--- src/rtl/ssfm_pkg.sv ---
// ============================================================================
// ssfm_pkg: shared types and constants for the substring search unit
// Sizes of the lanes, the history line, the byte counter and the needle,
// plus configuration register indexes.
// ============================================================================
package ssfm_pkg;

    localparam int NEEDLE_MAX    = 32;
    localparam int LANES         = 8;
    localparam int POSITION_BITS = 24;

    // fixed field widths
    localparam int DATA_W     = 64;
    localparam int COUNT_W    = 4;
    localparam int MATCH_POS_W = 24;
    localparam int CFG_DATA_W = 64;
    localparam int CFG_IDX_W  = 3;
    localparam int LEN_REG_W  = 6;
    localparam int NEEDLE_REGS = 4;

    // derived sizes
    localparam int NEEDLE_CAP = (NEEDLE_MAX < 32) ? NEEDLE_MAX : 32;
    localparam int BYTE_CAP   = (LANES < 8) ? LANES : 8;
    localparam int HIST_DEPTH = NEEDLE_MAX - 1;
    localparam int BUF_DEPTH  = HIST_DEPTH + LANES;
    localparam int LANE_W     = (LANES > 1) ? $clog2(LANES) : 1;
    localparam int NIDX_W     = (NEEDLE_CAP > 1) ? $clog2(NEEDLE_CAP) : 1;
    localparam int CNT_W      = POSITION_BITS + 1;

    localparam logic [CNT_W-1:0] COUNT_MAX = {CNT_W{1'b1}};
    localparam logic [CNT_W:0]   POS_LIM   = (CNT_W+1)'(1) << POSITION_BITS;

    // configuration register indexes
    localparam logic [CFG_IDX_W-1:0] CFG_NEEDLE_LENGTH  = 3'd0;
    localparam logic [CFG_IDX_W-1:0] CFG_NEEDLE_BYTES_0 = 3'd1;
    localparam logic [CFG_IDX_W-1:0] CFG_NEEDLE_BYTES_1 = 3'd2;
    localparam logic [CFG_IDX_W-1:0] CFG_NEEDLE_BYTES_2 = 3'd3;
    localparam logic [CFG_IDX_W-1:0] CFG_NEEDLE_BYTES_3 = 3'd4;

    typedef logic [7:0]                  t_byte;
    typedef logic [NEEDLE_CAP-1:0][7:0]  t_win;
    typedef logic [NEEDLE_CAP-1:0]       t_mask;
    typedef logic [LANES-1:0]            t_lane_vec;
    typedef logic [CNT_W-1:0]            t_count;
    typedef logic [LEN_REG_W-1:0]        t_len;

    // what the merging stage found over all lanes
    typedef struct packed {
        logic           hit;
        logic [CNT_W:0] start;
        logic           ovf;
    } t_merge;

    // low MATCH_POS_W bits of a counter-wide value, zero extended if narrower
    function automatic logic [MATCH_POS_W-1:0] to_pos(input logic [CNT_W:0] v);
        logic [CNT_W+MATCH_POS_W:0] t;
        t = {{MATCH_POS_W{1'b0}}, v};
        return t[MATCH_POS_W-1:0];
    endfunction

endpackage

--- src/rtl/ssfm_lane.sv ---
// ============================================================================
// ssfm_lane: one match lane
// Compares the window that ends at this lane's byte against the
// end-aligned needle, over the needle's length only.
// ============================================================================
module ssfm_lane (
    input  ssfm_pkg::t_win  i_window,
    input  ssfm_pkg::t_win  i_needle,
    input  ssfm_pkg::t_mask i_len_mask,
    input  logic            i_enable,
    output logic            o_hit
);
    import ssfm_pkg::*;

    t_mask eq;

    always_comb begin
        for (int m = 0; m < NEEDLE_CAP; m++) begin
            eq[m] = (i_window[m] == i_needle[m]) || !i_len_mask[m];
        end
    end

    assign o_hit = i_enable && (&eq);

endmodule

--- config.mk ---
export PLATFORM = sky130hd
export DESIGN_NAME = ssfm_lane
export DESIGN_NICKNAME = d
export VERILOG_FILES = /design/src/rtl/ssfm_pkg.sv /design/src/rtl/ssfm_lane.sv
export SDC_FILE = /design/constraint.sdc
export NUM_CORES = 1
export LEC_CHECK = 0
export ABC_AREA = 1
export BUFFER_PORTS_ARGS = -buffer_cell sky130_fd_sc_hd__buf_2
export CAP_MARGIN = 20
export CORE_AREA = 3 3 212 214
export DETAILED_ROUTE_END_ITERATION = 8
export DIE_AREA = 0 0 215 217
export GPL_TIMING_DRIVEN = 0
export PLACE_DENSITY = 0.3
export SYNTH_ARGS = -nofsm -noshare
export SYNTH_HDL_FRONTEND = slang
export SYNTH_SLANG_ARGS = --single-unit
--- constraint.sdc ---
create_clock -name vclk -period 1.61
set_clock_uncertainty 0.2 [all_clocks]
set_input_delay 0.2415 -clock vclk [all_inputs]
set_output_delay 0.2415 -clock vclk [all_outputs]
set_load 0.02 [all_outputs]
======== Word level (Yosys, flattened, before mapping) ========
Index checks and enable logic that the tools add are counted.
operators by class
  add/subtract/negate cells ............... 0
  multiply operators ...................... 0
  div/mod/pow operators ................... 0
  magnitude comparators ................... 0
  equality and inequality tests ........... 32
  shifts and indexed selects .............. 0
  multiplexer cells ....................... 0
  bitwise operators ....................... 0
  reductions and logical operators ........ 66
operators by type and width
  operator              number
  == test 8 bit         32
  zero test 1 bit       32
  logical OR 1 bit      32
  AND reduction 32 bit  1
  logical AND 1 bit     1
storage, ports and cells
  register bits ........................... 0
  latch bits .............................. 0
  RAM bits ................................ 0
  memory bits (read-only) ................. 0
  bits of input ports ..................... 545
  output and inout bits ................... 1
  memories ................................ 0

======== Depth between registers and ports, before layout ========
Gate-level depths: netlist of the first run.
  depth after elaboration ................. 4
  mapped depth ............................ 13
  mapped depth without buffers ............ 13

======== Least setup slack after synthesis of the first run ========
OpenSTA, ideal clock, no wires.
  path kind ............................... input to output
  from .................................... input i_needle[13] in the netlist's numbering
  to ...................................... output o_hit
  arrival time ............................ 1.225 ns
  required time ........................... 1.168 ns
  setup slack ............................. -0.056 ns
  cell stages on the path ................. 8
  cells stage by stage .................... or2_1 > a22oi_2 > nand4_1 > nand2_1 > nand2_1 > nor2_2 > nand3_1 > nor2_1
on the way
  word-level cells in the longest chain between the ends .. 4
ends and longest elaborated chain
  what                  line             RTL
  start, declared       ssfm_lane.sv:8   input ssfm_pkg::t_win i_needle,
  == test 8 bit         ssfm_lane.sv:19  eq[m] = (i_window[m] == i_needle[m]) || !i_len_mask[m];
  logical OR 1 bit      ssfm_lane.sv:19
  AND reduction 32 bit  ssfm_lane.sv:23  assign o_hit = i_enable && (&eq);
  logical AND 1 bit     ssfm_lane.sv:23
  end, declared         ssfm_lane.sv:11  output logic o_hit
Every way passes these cells.

======== Worst setup path after layout of the first run ========
  from .................................... input i_window[18] in the netlist's numbering
  to ...................................... output o_hit
on the way
  word-level cells in the longest chain between the ends .. 4
ends and longest elaborated chain
  what                  line             RTL
  start, declared       ssfm_lane.sv:7   input ssfm_pkg::t_win i_window,
  == test 8 bit         ssfm_lane.sv:19
  logical OR 1 bit      ssfm_lane.sv:19
  AND reduction 32 bit  ssfm_lane.sv:23
  logical AND 1 bit     ssfm_lane.sv:23
Every way passes these cells.

==> flow_metrics.env, run 1 <==
export IMPL_ant_nets=0
export IMPL_num_vias=5722
export IMPL_drv_cap=0
export IMPL_violations="negative setup slack"
export IMPL_pwr_density_cell_nw_per_um2=231
export IMPL_fillers=5066
export IMPL_drive_gt1_share_pct=50.7
export IMPL_hold_ws_ns=0.785
export IMPL_min_period_ns=2.07
export IMPL_synth_seq_area_share_pct=0
export IMPL_max_freq_ghz=0.484
export IMPL_area_growth_pct=108
export IMPL_grt_pass1_wl_mm=32.4
export IMPL_vias_per_cell=3.19
export IMPL_finalHoldViolCount=0
export IMPL_drc=0
export IMPL_dieArea_um2=46700
export IMPL_finalCritPeriodShare_pct=128
export IMPL_die_y_um=217
export IMPL_arrival_ns=1.63
export IMPL_dp_hpwl_mm=21.9
export IMPL_power_leakage_nw=4.06
export IMPL_track_usage_pct=8.85
export IMPL_fin_total_pwr_mw=1.74
export IMPL_place_congestion=0.830
export IMPL_grt_setup_unrepaired="true"
export IMPL_post_place_ws_ns=-1.06
export IMPL_synthAdderAreaFrac_pct=0
export IMPL_slew_headroom_pct=77.1
export IMPL_synth_cell_area_um2=3630
export IMPL_gr_total_overflow=0
export IMPL_drt_pre_antenna_iters=5
export IMPL_worst_pin_slew_ns=0.341
export IMPL_nets=1753
export IMPL_critPathSlowestCell="nor2_4"
export IMPL_finalInstanceArea_um2=7530
export IMPL_wire_per_inst_um=12.8
export IMPL_drt_total_wl_mm=22.9
export IMPL_core_area_um2=43100
export IMPL_synthMuxAreaShare_pct=0
export IMPL_setup_viol=1
export IMPL_ys_warn_count=0
export IMPL_die_w_um=215
export IMPL_antenna_found_initial=2
export IMPL_synth_cells=660
export IMPL_grt_pass1_vias=6019
export IMPL_synth_top_cell_by_area="xnor2_1"
export IMPL_synth_simple_gate_area_share_pct=41.2
export IMPL_grt_max_degree=3
export IMPL_dpl_cell_area_um2=7100
export IMPL_cp_end_kind="output pin"
export IMPL_cp_required_ns=1.17
export IMPL_ys_types=17
export IMPL_multi_input_area_um2=3660
export IMPL_crit_type="in -> out"
export IMPL_fin_cells=1791
export IMPL_yosysTopAreaCellShare_pct=39.8
export IMPL_syn_nets=1205
export IMPL_clkbuf_count=0
export IMPL_slew_violations=0
export IMPL_netlist_top_cells_area="xnor2_1 (40%), nand2_1 (24%), xor2_1 (8.7%)"
export IMPL_diodes=0
export IMPL_holdBufCountCts=0
export IMPL_dr_first_iter_drc_count=103
export IMPL_setup_ws_ns=-0.458
export IMPL_startpoint_type="input port"
export IMPL_row_count=76
export IMPL_cp_max_fo=1
export IMPL_nFlopsAndLatches=0
export IMPL_synth_area_per_cell_um2=5.50
export IMPL_path_delay_family="simple AND/OR/NAND/NOR gates"
export IMPL_start_util_pct=8.43
export IMPL_place_inst=1791
export IMPL_slowest_delay_ns=0.18
export IMPL_synth_xor_area_share_pct=48.5
export IMPL_register_area_um2=0
export IMPL_status="complete, but fails checks"
export IMPL_critPathBufInv=2
export IMPL_hold_path_class="in -> out"
export IMPL_synth_compound_area_share_pct=2.31
export IMPL_ioPinCount=546
export IMPL_synth_top_family_by_area="XOR/XNOR gates"
export IMPL_worstPathCellList="buf_6 > xnor2_1 > nand2_1 > nor2_2 > nand2_1 > nand2_1 > nand2_2 > nor2_4 > nand2_2 > nor2_4 > nand2_4 > nor2_4 > buf_6"
export IMPL_vdd_drop_max_uv=80.4
export IMPL_numPortBuffers=546
[layout by cell type (no fill, tap or decap), drive strengths merged]
| cell | instances |
|---|---|
| nor3 | 4 |
| nand3 | 13 |
| a21boi | 1 |
| nand2 | 235 |
| inv | 77 |
| nand4 | 17 |
| o22ai | 5 |
| a22oi | 2 |
| nor2 | 82 |
| xnor2 | 165 |
| or2 | 18 |
| xor2 | 36 |
| buf | 546 |
| o21ai | 5 |
[synthesized netlist by cell type]
| master | instances |
|---|---|
| nand3_1 | 13 |
| nor3_1 | 4 |
| inv_1 | 77 |
| nand2_1 | 235 |
| xnor2_1 | 165 |
| o22ai_1 | 5 |
| nor2_2 | 1 |
| o21ai_0 | 5 |
| a21boi_0 | 1 |
| nor2_1 | 81 |
| or2_1 | 1 |
| or2_0 | 2 |
| a22oi_1 | 1 |
| or2_2 | 15 |
| a22oi_2 | 1 |
| xor2_1 | 36 |
| nand4_1 | 17 |
[final cells by class]
cell class	instances	area share (%)
well taps	585	9.71
repair buffers	546	37.8
inverters	77	3.84
multi-input cells	583	48.6
[through the flow]
| stage | TNS [ns] | utilization (%) |
|---|---|---|
| 2_1_floorplan | 0 | - |
| 3_3_place_gp | -1.05 | 16.5 |
| 3_5_place_dp | -1.06 | 16.5 |
| 4_1_cts | -0.543 | 17.1 |
| 5_1_grt | -0.599 | 17.5 |
| 6_report | -0.458 | 17.5 |
[logic make-up (layout without fill, tap and decap cells)]
kind of cell    count (synthesis)  after routing
xor+xnor                      201            201
simple gates                  369            369
compound gates                 13             13
buf+inv                        77            623
[report_power, final]
part,switching (mW),leakage (nW),internal [mW]
clock network,0,0,0
registers,0,0,0
logic,0.735,4.06,1.01
total,0.735,4.06,1.01
[layer usage]
metal | vias up | global-route usage (%) | share of wire [%]
met4 | 0 | 0.617 | 1.1
met3 | 12 | 2.18 | 9.6
met1 | 2307 | 9.23 | 36
met5 | - | 0 | 0
li1 | 3066 | - | -
met2 | 337 | 18.4 | 53
[final timing paths]
path            from  endpoint  slack, ns  cells past startpoint
max     i_window[18]     o_hit      -0.46                     13
min   i_len_mask[10]     o_hit       0.78                      7
[what timing repair did]
item	in CTS	in global routing
setup endpoints to repair	1	1
buffers inserted	0	0
resized for setup	52	31
pin swaps	32	43
gates cloned	0	0
Power figures use the tool's default switching activity.
==> run 2: changes to the inputs <==
--- a/config.mk
+++ b/config.mk
@@ -8,11 +8,14 @@
 export ABC_AREA = 1
 export BUFFER_PORTS_ARGS = -buffer_cell sky130_fd_sc_hd__buf_2
 export CAP_MARGIN = 20
-export CORE_AREA = 3 3 212 214
+export CELL_PAD_IN_SITES_DETAIL_PLACEMENT = 0
+export CELL_PAD_IN_SITES_GLOBAL_PLACEMENT = 1
+export CORE_AREA = 3 3 213 215
 export DETAILED_ROUTE_END_ITERATION = 8
-export DIE_AREA = 0 0 215 217
+export DIE_AREA = 0 0 216 218
 export GPL_TIMING_DRIVEN = 0
-export PLACE_DENSITY = 0.3
+export PLACE_DENSITY = 0.5
 export SYNTH_ARGS = -nofsm -noshare
 export SYNTH_HDL_FRONTEND = slang
 export SYNTH_SLANG_ARGS = --single-unit
+export TNS_END_PERCENT = 30
==> run 2 against run 1 <==
The run still ends with negative setup slack left. Count of clock-buffer cells in the layout unchanged. Critical endpoint unchanged. Wire length up 6.0%. Maximum frequency up 2.2%. Total power down 2.3%. Non-clock buffer count unchanged. Hold slack worse by 0.014 ns. Critical path type unchanged. First-iteration DRC count up 9.7%. Design area down 1.7%. Critical path depth unchanged. Utilization down 0.64 points. Via count up 0.49%. Global-route usage up 0.45 points.
==> flow_metrics.env, run 2 (synthesis results as in run 1) <==
export IMPL_status="complete, but fails checks"
export IMPL_violations="negative setup slack"
export IMPL_register_area_um2=0
export IMPL_finalHoldViolCount=0
export IMPL_die_y_um=218
export IMPL_finalCritPeriodShare_pct=126
export IMPL_power_frac_seq_pct=0
export IMPL_pwr_share_comb_pct=100.0
export IMPL_setup_viol=1
export IMPL_nets=1753
export IMPL_finalInstanceArea_um2=7400
export IMPL_drc=0
export IMPL_ant_nets=0
export IMPL_gr_total_overflow=0
export IMPL_grt_pass1_vias=5908
export IMPL_critPathSlowestCell="xnor2_2"
export IMPL_power_switching_mw=0.725
export IMPL_drv_cap=0
export IMPL_nFlopsAndLatches=0
export IMPL_place_congestion=0.828
export IMPL_worst_pin_slew_ns=0.315
export IMPL_grt_max_degree=3
export IMPL_post_cts_buffers=0
export IMPL_crit_type="in -> out"
export IMPL_hold_path_class="in -> out"
export IMPL_drt_pre_antenna_iters=4
export IMPL_row_count=77
export IMPL_startpoint_type="input port"
export IMPL_die_w_um=216
export IMPL_dieArea_um2=47100
export IMPL_vias_per_cell=3.19
export IMPL_area_growth_pct=104
export IMPL_arrival_ns=1.58
export IMPL_intPower_mw=0.977
export IMPL_pwr_density_cell_nw_per_um2=230
export IMPL_p_sw_share_pct=42.6
export IMPL_numPortBuffers=546
export IMPL_drt_total_wl_mm=24.2
export IMPL_grt_pass1_wl_mm=33.3
export IMPL_slew_violations=0
export IMPL_dpl_cell_area_um2=7110
export IMPL_layout_common_cells="buf_2 (537), nand2_1 (223), xnor2_1 (154)"
export IMPL_cp_end_kind="output pin"
export IMPL_dr_first_iter_drc_count=113
export IMPL_hold_ws_ns=0.771
export IMPL_crit_end="o_hit"
export IMPL_min_period_ns=2.02
export IMPL_power_leakage_nw=3.97
export IMPL_cp_required_ns=1.17
export IMPL_post_place_ws_ns=-1.32
export IMPL_slowest_delay_ns=0.16
export IMPL_core_area_um2=43900
export IMPL_clkPwrFrac_pct=0
export IMPL_wire_per_inst_um=13.5
export IMPL_cp_max_fo=1
export IMPL_setup_ws_ns=-0.413
export IMPL_grt_setup_unrepaired="true"
export IMPL_max_freq_ghz=0.494
export IMPL_antenna_found_initial=8
export IMPL_drive_gt1_share_pct=49.3
export IMPL_worstPathCellList="buf_2 > xnor2_2 > nand2_1 > nor2_1 > nand2_1 > nand2_1 > nand2_2 > nor2_4 > nand2_4 > nor2_4 > nand2_2 > nor2_4 > buf_6"
export IMPL_clkbuf_count=0
export IMPL_holdBufCountCts=0
export IMPL_dp_hpwl_mm=23.5
export IMPL_track_usage_pct=9.30
export IMPL_ioPinCount=546
export IMPL_start_util_pct=8.26
export IMPL_fillers=5181
export IMPL_crit_start="i_needle[148]"
export IMPL_slew_headroom_pct=79.0
export IMPL_num_vias=5750
export IMPL_vdd_drop_max_uv=88.5
export IMPL_layout_commonest_cell="buf_2"
==> run 2: cell count changes in the layout (fill, tap and decap cells not counted), sizes merged <==
cell and change:
diode +2
==> run 2: per-layer routing <==
metal,GRT usage (%),share of wire [%],vias to the layer above
li1,-,-,3070
met1,9.58,36,2332
met2,19.3,53,328
met3,2.94,10,12
met4,0.0657,0.15,8
met5,0,0.19,-
==> run 2: timing repair <==
item                                   4_1_cts  5_1_grt
pin swaps                                   12       27
setup endpoints to repair                    1        1
gates resized for setup                     34       30
endpoints found under the hold margin        0        0
==> run 2: per-stage QoR <==
stage	setup TNS, ns	utilization (%)	power, mW	cells
CTS	-0.684	16.5	1.71	1798
global route	-0.611	16.8	1.90	1798
finish	-0.413	16.9	1.70	1800
global placement	-1.31	16.2	1.63	1798
detailed placement	-1.32	16.2	1.65	1798
floorplan	0	-	0.707	660
==> run 2: layout make-up <==
class | count | area [um2] | area share (%)
well taps | 592 | 741 | 10.0
diodes | 2 | 5.00 | 0.0676
repair buffers | 546 | 2800 | 37.8
inverters | 77 | 289 | 3.90
multi-input cells | 583 | 3570 | 48.2
==> run 2: worst min-delay path by stage <==
stage	start	to	slack [ns]	depth (start not counted)
4_1_cts	i_len_mask[10]	o_hit	0.75	7
2_1_floorplan	i_enable	o_hit	0.48	4
3_3_place_gp	i_len_mask[10]	o_hit	0.79	7
5_1_grt	i_len_mask[10]	o_hit	0.81	7
6_report	i_enable	o_hit	0.77	6
3_5_place_dp	i_len_mask[10]	o_hit	0.79	7
==> run 2: power groups by stage <==
stage	clock network (mW)	logic, mW	registers (mW)
floorplan	0	0.707	0
global placement	0	1.63	0
detailed placement	0	1.65	0
CTS	0	1.71	0
global route	0	1.90	0
finish	0.000000167	1.70	0
==> run 2: worst max-delay path: cells and delay by family <==
kind	cells	cell delay, ns
xor gates and xnor gates	1	0.16
buffers and inverters	2	0.23
and+or+nand+nor	10	0.93
