--- src/rtl/ssfm_pkg.sv ---
// ============================================================================
// ssfm_pkg: shared types and constants for the substring search unit
// Sizes of the lanes, the history line, the byte counter and the needle,
// plus configuration register indexes.
// ============================================================================
package ssfm_pkg;

    localparam int NEEDLE_MAX    = 32;
    localparam int LANES         = 8;
    localparam int POSITION_BITS = 24;

    // fixed field widths
    localparam int DATA_W     = 64;
    localparam int COUNT_W    = 4;
    localparam int MATCH_POS_W = 24;
    localparam int CFG_DATA_W = 64;
    localparam int CFG_IDX_W  = 3;
    localparam int LEN_REG_W  = 6;
    localparam int NEEDLE_REGS = 4;

    // derived sizes
    localparam int NEEDLE_CAP = (NEEDLE_MAX < 32) ? NEEDLE_MAX : 32;
    localparam int BYTE_CAP   = (LANES < 8) ? LANES : 8;
    localparam int HIST_DEPTH = NEEDLE_MAX - 1;
    localparam int BUF_DEPTH  = HIST_DEPTH + LANES;
    localparam int LANE_W     = (LANES > 1) ? $clog2(LANES) : 1;
    localparam int NIDX_W     = (NEEDLE_CAP > 1) ? $clog2(NEEDLE_CAP) : 1;
    localparam int CNT_W      = POSITION_BITS + 1;

    localparam logic [CNT_W-1:0] COUNT_MAX = {CNT_W{1'b1}};
    localparam logic [CNT_W:0]   POS_LIM   = (CNT_W+1)'(1) << POSITION_BITS;

    // configuration register indexes
    localparam logic [CFG_IDX_W-1:0] CFG_NEEDLE_LENGTH  = 3'd0;
    localparam logic [CFG_IDX_W-1:0] CFG_NEEDLE_BYTES_0 = 3'd1;
    localparam logic [CFG_IDX_W-1:0] CFG_NEEDLE_BYTES_1 = 3'd2;
    localparam logic [CFG_IDX_W-1:0] CFG_NEEDLE_BYTES_2 = 3'd3;
    localparam logic [CFG_IDX_W-1:0] CFG_NEEDLE_BYTES_3 = 3'd4;

    typedef logic [7:0]                  t_byte;
    typedef logic [NEEDLE_CAP-1:0][7:0]  t_win;
    typedef logic [NEEDLE_CAP-1:0]       t_mask;
    typedef logic [LANES-1:0]            t_lane_vec;
    typedef logic [CNT_W-1:0]            t_count;
    typedef logic [LEN_REG_W-1:0]        t_len;

    // what the merging stage found over all lanes
    typedef struct packed {
        logic           hit;
        logic [CNT_W:0] start;
        logic           ovf;
    } t_merge;

    // low MATCH_POS_W bits of a counter-wide value, zero extended if narrower
    function automatic logic [MATCH_POS_W-1:0] to_pos(input logic [CNT_W:0] v);
        logic [CNT_W+MATCH_POS_W:0] t;
        t = {{MATCH_POS_W{1'b0}}, v};
        return t[MATCH_POS_W-1:0];
    endfunction

endpackage

--- src/rtl/ssfm_merge.sv ---
// ============================================================================
// ssfm_merge: lane merge
// Picks the earliest hitting lane and turns it into a start offset with
// its overflow flag.
// ============================================================================
module ssfm_merge (
    input  ssfm_pkg::t_lane_vec i_hits,
    input  ssfm_pkg::t_count    i_bytes_seen,
    input  ssfm_pkg::t_len      i_len,
    output ssfm_pkg::t_merge    o_merge
);
    import ssfm_pkg::*;

    logic [LANE_W-1:0] idx;
    logic [CNT_W:0]    sum;

    // earliest lane wins: scan from the top so the lowest hit is kept
    always_comb begin
        idx = '0;
        for (int j = LANES - 1; j >= 0; j--) begin
            if (i_hits[j]) begin
                idx = LANE_W'(j);
            end
        end
    end

    assign sum = {1'b0, i_bytes_seen} + (CNT_W+1)'(idx);

    always_comb begin
        o_merge.hit   = |i_hits;
        o_merge.start = sum + (CNT_W+1)'(1) - (CNT_W+1)'(i_len);
        o_merge.ovf   = (o_merge.start >= POS_LIM) || (sum >= {1'b0, COUNT_MAX});
    end

endmodule

--- config.mk ---
export PLATFORM = sky130hd
export DESIGN_NAME = ssfm_merge
export DESIGN_NICKNAME = d
export VERILOG_FILES = /design/src/rtl/ssfm_pkg.sv /design/src/rtl/ssfm_merge.sv
export SDC_FILE = /design/constraint.sdc
export NUM_CORES = 1
export LEC_CHECK = 0
export ABC_AREA = 0
export BUFFER_PORTS_ARGS = -buffer_cell sky130_fd_sc_hd__buf_2
export CAP_MARGIN = 0
export CELL_PAD_IN_SITES_DETAIL_PLACEMENT = 1
export CELL_PAD_IN_SITES_GLOBAL_PLACEMENT = 2
export CORE_MARGIN = 1.5
export CORE_UTILIZATION = 30
export DETAILED_ROUTE_END_ITERATION = 10
export PLACE_DENSITY = 0.95
export SYNTH_ARGS = -nofsm -noshare
export SYNTH_HDL_FRONTEND = slang
export SYNTH_SLANG_ARGS = --single-unit
--- constraint.sdc ---
create_clock -name vclk -period 7.15
set_clock_uncertainty 0.05 [all_clocks]
set_input_delay 0.715 -clock vclk [all_inputs]
set_output_delay 0.715 -clock vclk [all_outputs]
set_load 0.02 [all_outputs]
Word level (Yosys, flattened, before mapping) --
Index checks and enable logic that the tools add are counted.
Storage, ports and cells: bits in registers 0, output and inout bits 28, logic and storage cells 15
Operators by class: $add $sub $neg 3, $lt $le $gt $ge 2, muxes and demuxes 8, reduce and logical (&&, ||, !) cells 2
Operators by type and width (count):
- $ge 26x25->1 const B | 2
- $add 25x3->26 | 1
- $add 26x1->26 const B | 1
- $sub 26x6->26 | 1
- $mux 3 | 8
- $reduce_or 8->1 | 1
- $logic_or 1x1->1 | 1

Logic depth before layout (Yosys ltp) --
Gate-level depths: netlist of run 1.
word-level depth 13, depth in mapped cells 24, mapped depth without buffers 24

Least setup slack after synthesis of run 1 --
No wires, ideal clock.
path type in2out, start point in i_hits[6], end point out o_merge[0] (netlist name), data arrival time 5100 ps, data required time 6385 ps, setup slack 1285 ps, stages on the path 24, cell sequence inv_1 > a21oi_1 > nor2_1 > nor2_1 > nor2_1 > nor2_1 > nor2_1 > ha_1 > fa_1 > a21oi_1 > nor3_1 > nand3_1 > xnor2_1 > inv_1 > ha_1 > buf_6 > nor4bb_4 > and2_4 > a221o_1 > a2111o_1 > o211ai_2 > nand2_1 > a311o_1 > or3_1
RTL lines:
- from (decl) | line ssfm_merge.sv:7 | input ssfm_pkg::t_lane_vec i_hits,
- to (decl) | line ssfm_merge.sv:10 | output ssfm_pkg::t_merge o_merge

==> results of run 1 <==
## placed cells by master (no fill, tap or decap), drive strengths merged, types with 3 or more instances in the layout
master / count
nor2: 25
nor3: 9
ha: 41
nand2: 15
and3: 5
inv: 46
nand3: 11
a2111oi: 3
xnor2: 28
nand2b: 6
o21ai: 6
nand4: 10
xor2: 18
o21bai: 5
buf: 67
a21oi: 21
nor4: 4
and2: 3
a21o: 6
a211oi: 3
nor2b: 4
o211ai: 6
## metrics by stage
| step | std cells | total power [mW] | hold WS [ps] | area, um^2 |
|---|---|---|---|---|
| 3_5_place_dp | 470 | 0.289 | 1750 | 2650 |
| 4_1_cts | 470 | 0.290 | 1750 | 2650 |
| 2_1_floorplan | 307 | 0.202 | 1560 | 2210 |
| 5_1_grt | 470 | 0.316 | 1770 | 2650 |
| 6_report | 470 | 0.287 | 1740 | 2650 |
| 3_3_place_gp | 470 | 0.283 | 1740 | 2650 |
## cell families (layout without fill, tap and decap cells)
kind of cell             count (synthesis)  in the layout  share of synthesized area [%]
multiplexers                             1              1                          0.453
AO/OA/AOI/OAI                           67             67                           21.2
AND/OR/NAND/NOR                        101            101                           26.4
adder cells (fa/ha/maj)                 43             43                           25.0
XOR/XNOR                                46             46                           18.2
buffers and inverters                   49            113                           8.72
## per-layer routing
layer  up-vias  GRT usage, %
met5         -             0
met2        30          33.2
met3         2         0.187
li1       1213             -
met1      1119          20.1
met4         0         0.710
## final timing paths
path  slack (ps)           to
max          570   o_merge[0]
min         1740  o_merge[27]
## power breakdown
part | internal, mW | switching, mW | total (mW)
clock | 0 | 0 | 0
sequential | 0 | 0 | 0
combinational | 0.112 | 0.175 | 0.287
total | 0.112 | 0.175 | 0.287
## layout make-up
cell class,count,area [um^2]
multi-input combinational,258,2020
timing repair buffer,67,335
fill,959,4530
inverter,46,173
tap,99,124
==> summary.md, run 1 <==
| Metric | Value |
|---|---|
| CP startpoint kind | `primary input` |
| Post-synth net total | `389` |
| Mapped Cells | `just over 300` |
| Top sig layer | `met4` |
| Cts hold-fix bufs | `0` |
| First-pass GRT wire length | `10700 um` |
| HP Start | `i_hits[2]` |
| Leak pwr | `roughly 1.3 nW` |
| Via count | `2364` |
| Stages on the worst setup path | `20` |
| Top cell family by delay on the critical path | `simple AND/OR/NAND/NOR gates` |
| Kind of critical path | `in2out` |
| Postcts setup bufs | `0` |
| Post-synth top area share | `23.2%` |
| Synth-to-layout area growth | `19.9%` |
| Initial Util | `a little under a third` |
| Post-synth top area cell | `ha_1` |
| Vias in the first global route | `2373` |
| Drt wl/cell | `about 14 um` |
| Netlist cell types | `54` |
| Vias per cell | `~5.0` |
| Die area | `7890 um^2` |
| Peak VDD IR | `0.0593 mV` |
| Post-synthesis sequential area ratio | `0%` |
| Most frequent cells after synthesis | `inv_1, ha_1, xnor2_1` |
| Slew @ Worst Pin | `between 500 and 600 ps` |
| Post-CTS Resized | `0` |
| First-pass iteration count of the detailed router | `4` |
| RSZ-0062 raised after global routing | `false` |
| WP data arrival | `5810 ps` |
| Routed length on met2 | `3390 um` |
| Initial antenna violation count | `0` |
| Die width | `88.8 um` |
| Slew Limit Headroom | `around three fifths` |
| FF+latch count | `0` |
| Grt ovf | `0` |
| Slowest stage delay, CP | `460 ps` |
| Synth Cell Area | `2210 um^2` |
| CP max FO | `6` |
| IO buf count | `67` |
| Worst Path Required | `approximately 6400 ps` |
| Synth area leaders | `ha_1, xnor2_1, inv_1, xor2_1, a21oi_1` |
| MaxCap Viol Count | `0` |
| Max-slew violation count | `0` |
| Pwr/cell area | `about 110 nW/um^2` |
| Gr usage total | `16.4%` |
| Routability Congestion | `about 0.82` |
| Most common cell in the netlist | `inv_1` |
| DRT antenna net count | `0` |
| Drt drc | `0` |
| Endpoint type of the worst setup path | `primary output` |
| Fmax | `152 MHz` |
| Setup-failing EPs final | `0` |
| Site Rows | `31` |
| Flip-flop and latch area | `0 um^2` |
| Largest net degree at the start of global routing | `10` |
| Final #Nets | `about 460` |
| Core footprint | `~7200 um^2` |
| Crit path time final | `6580 ps` |
| Worst Hold Depth | `4` |
| Setup TNS | `0 ps` |
| Hold crit path type | `in2out` |
| Count of boundary I/O pins | `67` |
| Layout clock buffer count | `0` |
| Tcrit/Tclk final | `92.0%` |
| Slowest CP cell | `a2111o_1` |
| Syn Area/Cell | `7.20 um^2` |
| Met1 WL | `about 2900 um` |
| Initial DRC Count | `28` |
| Yosys warning total | `0` |
| Share of cells above drive strength 1 | `20.2%` |
| Total wire length | `6380 um` |
| Status | `finished, final reports clean` |
| WP buf/inv | `3` |
| DIE HEIGHT | `88.8 um` |
| Worst setup margin | `574 ps` |
| Met3 WL | `106 um` |
| Setup crit start | `i_hits[4]` |
| Setup WS pre-CTS | `554 ps` |
| Worst path cell trace | `buf_2 > nor4_1 > nor2b_1 > ha_1 > a21oi_1 > a211oi_1 > nand4_1 > inv_1 > and3_1 > xor2_1 > ha_1 > nor2b_1 > and2_4 > a221o_1 > a2111o_1 > o211ai_2 > nand2_1 > a311o_1 > or3_1 > buf_2` |
| Core Util, Final | `36.9%` |
| Ant diodes | `0` |
| DPL Wire Length | `5790 um` |
| Hold Vio Cnt, Final | `0` |
Note: power is estimated with default switching activity, not from simulation.
==> inputs of run 2 (changes only) <==
- CORE_MARGIN: 1.5 -> 5
==> run 2 against run 1 <==
First-iteration DRC count increased by 110%; setup slack improved by 88 ps; fmax increased by 1.4%; global-route usage decreased by 1.8 points; design area unchanged; sequential share of layout area unchanged; routed wire length increased by 1.7%; critical path depth unchanged; hold slack improved by 0.64 ps; critical endpoint unchanged.
==> summary.md, run 2 (synthesized netlist as in run 1, its figures left out) <==
| Metric | Value |
|---|---|
| Initial antenna violation count | `0 (unchanged)` |
| WP data arrival | `5720 ps (-90 ps)` |
| Site Rows | `31 (unchanged)` |
| Cts hold-fix bufs | `0 (unchanged)` |
| Routability Congestion | `0.858 (+5.1%)` |
| Hold crit path type | `in2out` |
| First-pass GRT wire length | `11200 um (+5.4%)` |
| Largest net degree at the start of global routing | `10 (unchanged)` |
| Postcts setup bufs | `0 (unchanged)` |
| Layout clock buffer count | `0 (unchanged)` |
| Initial DRC Count | `59 (+110%)` |
| Total wire length | `6480 um (+1.7%)` |
| Drt drc | `0 (unchanged)` |
| Setup WS pre-CTS | `622 ps (+67.9 ps)` |
| Worst setup margin | `662 ps (+88.0 ps)` |
| CP max FO | `6 (unchanged)` |
| Max-slew violation count | `0 (unchanged)` |
| Tcrit/Tclk final | `90.7% (-1.2 points)` |
| Initial Util | `30.6% (-0.17 points)` |
| Setup TNS | `0 ps (unchanged)` |
| FF+latch count | `0 (unchanged)` |
| Status | `finished, final reports clean` |
| Slew @ Worst Pin | `583 ps (+2.72 ps)` |
| Die area | `9190 um^2 (+16%)` |
| Cells after DPL | `470 (unchanged)` |
| DIE HEIGHT | `95.8 um (+7.9%)` |
| Peak VDD IR | `0.0489 mV (-18%)` |
| Endpoint type of the worst setup path | `primary output` |
| Fin Hold WS | `1740 ps (+0.640 ps)` |
| Drt wl/cell | `13.8 um (+1.7%)` |
| Vias in the first global route | `2516 (+6.0%)` |
| IO buf count | `67 (unchanged)` |
| Kind of critical path | `in2out` |
| Pwr/cell area | `108 nW/um^2 (+0.23%)` |
| Post-CTS Resized | `0 (unchanged)` |
| Vias per cell | `4.94 (-1.8%)` |
| Ant diodes | `0 (unchanged)` |
| Most common cell after layout, fill and taps aside | `buf_2` |
| Most frequent cells in the layout | `buf_2, inv_1, ha_1, xnor2_1, nor2_1` |
| RSZ-0062 raised after global routing | `false` |
| Final Non-Filler Cells | `470 (unchanged)` |
| Grt ovf | `0 (unchanged)` |
| Die width | `95.8 um (+7.9%)` |
| Setup-failing EPs final | `0 (unchanged)` |
| Gr usage total | `14.6% (-1.8 points)` |
| DRT antenna net count | `0 (unchanged)` |
| MaxCap Viol Count | `0 (unchanged)` |
| Core footprint | `7210 um^2 (+0.54%)` |
| Hold Vio Cnt, Final | `0 (unchanged)` |
| Share of cells above drive strength 1 | `20.2% (unchanged)` |
| Leak pwr | `1.32 nW (unchanged)` |
| Flip-flop and latch area | `0 um^2 (unchanged)` |
| DPL Wire Length | `5970 um (+3.1%)` |
| First-pass iteration count of the detailed router | `4 (unchanged)` |
| Via count | `2322 (-1.8%)` |
| Fillers | `975 (+1.7%)` |
| Count of boundary I/O pins | `67 (unchanged)` |
| Worst Path Required | `6380 ps (about the same)` |
| Slew Limit Headroom | `60.1% (-0.19 points)` |
| Fmax | `154 MHz (+1.4%)` |
| CP startpoint kind | `primary input` |
| Synth-to-layout area growth | `19.9% (unchanged)` |
| Final #Nets | `455 (unchanged)` |
| Crit path time final | `6490 ps (-88.0 ps)` |
==> run 2: cell counts in the layout (fill, tap and decap cells not counted) <==
Identical to the previous run, type by type.
==> run 2: critical path: stages <==
cell,delay (ps)
buf_2,110
nor4_1,340
nor2b_1,100
ha_1,360
nand3_1,130
a211oi_1,330
nand4_1,360
inv_1,190
and3_1,180
xor2_1,250
ha_1,330
nor2b_1,190
and2_4,160
a221o_1,330
a2111o_1,470
o211ai_2,220
nand2_1,100
a311o_1,290
or3_1,390
buf_2,170
==> run 2: where the power goes <==
part           internal [mW]  total, mW  switching (mW)
logic                  0.112      0.287           0.175
clock network              0          0               0
registers                  0          0               0
total                  0.112      0.287           0.175
==> run 2: path summary, 6_finish.rpt <==
check / start / to / slack, ps / cells past startpoint
worst max-delay path: i_hits[4] / o_merge[0] / 660 / 20
worst min-delay path: i_hits[5] / o_merge[27] / 1740 / 4
==> run 2: per-stage QoR <==
step                      power [mW]  instance area, um^2  util [%]
after floorplan                0.202                 2210         -
after CTS                      0.292                 2650      36.7
after global routing           0.321                 2650      36.7
after detailed placement       0.290                 2650      36.7
final                          0.287                 2650      36.7
after global placement         0.285                 2650      36.7
==> run 2: routing by layer <==
metal | track usage [%] | routed length (um) | vias to the layer above | share of wire [%]
met3 | 0.547 | 125 | 0 | 1.9
met1 | 18.1 | 2920 | 1073 | 45
li1 | - | - | 1222 | -
met5 | 0 | 0 | - | 0
met2 | 29.3 | 3440 | 27 | 53
met4 | 0.237 | 0 | 0 | 0
==> run 2: cell type report <==
type,count,area (um^2),share of cell area (%)
multi-input combinational,258,2020,76.2
inverter,46,173,6.52
tap,99,124,4.67
timing repair buffer,67,335,12.7
==> inputs of run 3 (changes only) <==
--- a/config.mk
+++ b/config.mk
@@ -14,5 +14,6 @@
 export CORE_UTILIZATION = 30
 export DETAILED_ROUTE_END_ITERATION = 10
-export PLACE_DENSITY = 0.95
+export PLACE_DENSITY = 0.93
+export REMOVE_ABC_BUFFERS = 1
 export SYNTH_ARGS = -nofsm -noshare
 export SYNTH_HDL_FRONTEND = slang
==> constraint.sdc (replaced) <==
create_clock -name vclk -period 7.15
set_clock_uncertainty 0.05 [all_clocks]
set_input_delay 1.0725 -clock vclk [all_inputs]
set_output_delay 1.0725 -clock vclk [all_outputs]
set_load 0.02 [all_outputs]
==> run 3 against run 2 <==
Largest cell class unchanged; final cell count up 2.3%; sequential share of layout area unchanged; hold slack better by 700 ps; routed wire length up 7.9%; fmax down 5.7%; setup slack worse by 390 ps; die area unchanged; critical endpoint unchanged; via count up 5.0%.
==> summary.md, run 3 (synthesized netlist as in run 1, its figures left out) <==
| Metric | Value |
|---|---|
| Peak VDD IR | `0.0476 mV (-2.6%)` |
| Routability Congestion | `0.834 (-2.8%)` |
| Pwr/cell area | `106 nW/um^2 (-1.9%)` |
| First-pass iteration count of the detailed router | `4 (unchanged)` |
| Leak pwr | `1.41 nW (+6.3%)` |
| Tcrit/Tclk final | `96.2% (+5.4 points)` |
| Initial DRC Count | `45 (-24%)` |
| Status | `finished, final reports clean` |
| Cell Area, Placed | `2700 um^2 (+2.0%)` |
| Slew Limit Headroom | `71.3% (+11 points)` |
| Hold Vio Cnt, Final | `0 (unchanged)` |
| WP data arrival | `5760 ps (+40 ps)` |
| Via count | `2438 (+5.0%)` |
| Site Rows | `31 (unchanged)` |
| First-pass GRT wire length | `11400 um (+1.5%)` |
| Hold crit path type | `in2out` |
| Fin Hold WS | `2450 ps (+704 ps)` |
| DPL Wire Length | `6270 um (+5.0%)` |
| Cts hold-fix bufs | `0 (unchanged)` |
| DIE HEIGHT | `95.8 um (unchanged)` |
| Vias per cell | `5.07 (+2.6%)` |
| Layout clock buffer count | `0 (unchanged)` |
| Kind of critical path | `in2out` |
| Psw | `180 uW (+2.8%)` |
| Largest net degree at the start of global routing | `10 (unchanged)` |
| Flip-flop and latch area | `0 um^2 (unchanged)` |
| CP max FO | `7 (+1)` |
| Fmax | `145 MHz (-5.7%)` |
| Final #Nets | `466 (+2.4%)` |
| Initial Util | `30.6% (unchanged)` |
| Logic gate share of total power | `100.0% (about the same)` |
| Synth-to-layout area growth | `26.6%` |
| Worst Hold Depth | `4 (unchanged)` |
| Slew @ Worst Pin | `420 ps (-163 ps)` |
| Worst setup margin | `272 ps (-389 ps)` |
| Gr usage total | `14.9% (+0.26 points)` |
| Ant diodes | `0 (unchanged)` |
| Clock power share | `0% (unchanged)` |
| Grt ovf | `0 (unchanged)` |
| Crit path time final | `6880 ps (+389 ps)` |
| CP startpoint kind | `primary input` |
| Setup WS pre-CTS | `5.75 ps (-617 ps)` |
| Total wire length | `7000 um (+7.9%)` |
| DRT antenna net count | `0 (unchanged)` |
| Share of power burned in registers | `0% (unchanged)` |
| Drt drc | `0 (unchanged)` |
| Core Util, Final | `38.8% (+2.1 points)` |
| Net Sw Frac | `60.4% (-0.48 points)` |
| Final Instance Area | `2800 um^2 (+5.6%)` |
| Share of cells above drive strength 1 | `25.4% (+5.2 points)` |
| Initial antenna violation count | `0 (unchanged)` |
| Most common cell after layout, fill and taps aside | `buf_2` |
| IO buf count | `67 (unchanged)` |
| Drt wl/cell | `14.5 um (+5.5%)` |
| Vias in the first global route | `2577 (+2.4%)` |
| Worst Path Required | `6030 ps (-350 ps)` |
| Die area | `9190 um^2 (unchanged)` |
| MaxCap Viol Count | `0 (unchanged)` |
| FF+latch count | `0 (unchanged)` |
| Core footprint | `7210 um^2 (unchanged)` |
| Count of boundary I/O pins | `67 (unchanged)` |
| Setup-failing EPs final | `0 (unchanged)` |
| Most frequent cells in the layout | `buf_2, inv_1, ha_1, nor2_1, xnor2_1` |
| Endpoint type of the worst setup path | `primary output` |
| Die width | `95.8 um (unchanged)` |
| Int Power | `118 uW (+4.9%)` |
| Setup TNS | `0 ps (unchanged)` |
| Max-slew violation count | `0 (unchanged)` |
-- run 3: cell types whose count changed in the layout (fill, tap and decap cells not counted), moves of 2 or more --
cell,delta
ha_1,-2
ha_2,+2
xnor2_2,+4
xnor2_1,-4
buf_4,+11
-- run 3: path summary, 6_finish.rpt --
path	to	from	slack [ps]
hold / removal	o_merge[27]	i_hits[5]	2450
setup / recovery	o_merge[0]	i_hits[6]	270
-- run 3: stage by stage --
stage	power (mW)	cells
floorplan	0.200	304
global route	0.328	481
finish	0.298	481
CTS	0.296	477
global placement	0.288	477
detailed placement	0.294	477
-- run 3: per-layer routing --
metal,vias to the layer above,track usage (%),wire length [um]
met3,10,0.938,189
met1,1146,17.0,2840
met4,0,2.25,102
li1,1239,-,-
met2,43,30.3,3860
met5,-,0,0
-- run 3: what timing repair did --
item / CTS / global route
hold endpoints to repair: 0 / 0
pin swaps: 0 / 6
setup buffers: 0 / 4
endpoints found under the setup margin: 1 / 1
gates resized for setup: 1 / 13
-- run 3: layout make-up --
class | instances | area, um^2
well taps | 99 | 124
inverters | 46 | 173
multi-input cells | 258 | 2080
fillers | 980 | 4420
repair buffers | 78 | 418
-- run 3: power groups by stage --
stage	registers, mW	logic (mW)	clock network [mW]
4_1_cts	0	0.296	0
6_report	0	0.298	0
3_3_place_gp	0	0.288	0
3_5_place_dp	0	0.294	0
5_1_grt	0	0.328	0
2_1_floorplan	0	0.200	0
-- run 3: worst max-delay path, cell delays in order --
cell,delay (ps)
buf_2,110
inv_1,40
a21oi_1,110
nor2_1,50
nor2_1,80
nor2_1,50
nor2_1,80
nor2_1,60
ha_1,210
fa_1,410
a21oi_1,170
buf_4,180
nor3_4,60
nand3_1,130
xnor2_2,150
inv_1,90
ha_2,400
nor4bb_4,330
nand4_1,180
a2111oi_2,410
a2111o_1,200
o211ai_2,130
and4bb_1,220
a311o_1,290
or3_1,370
buf_2,170
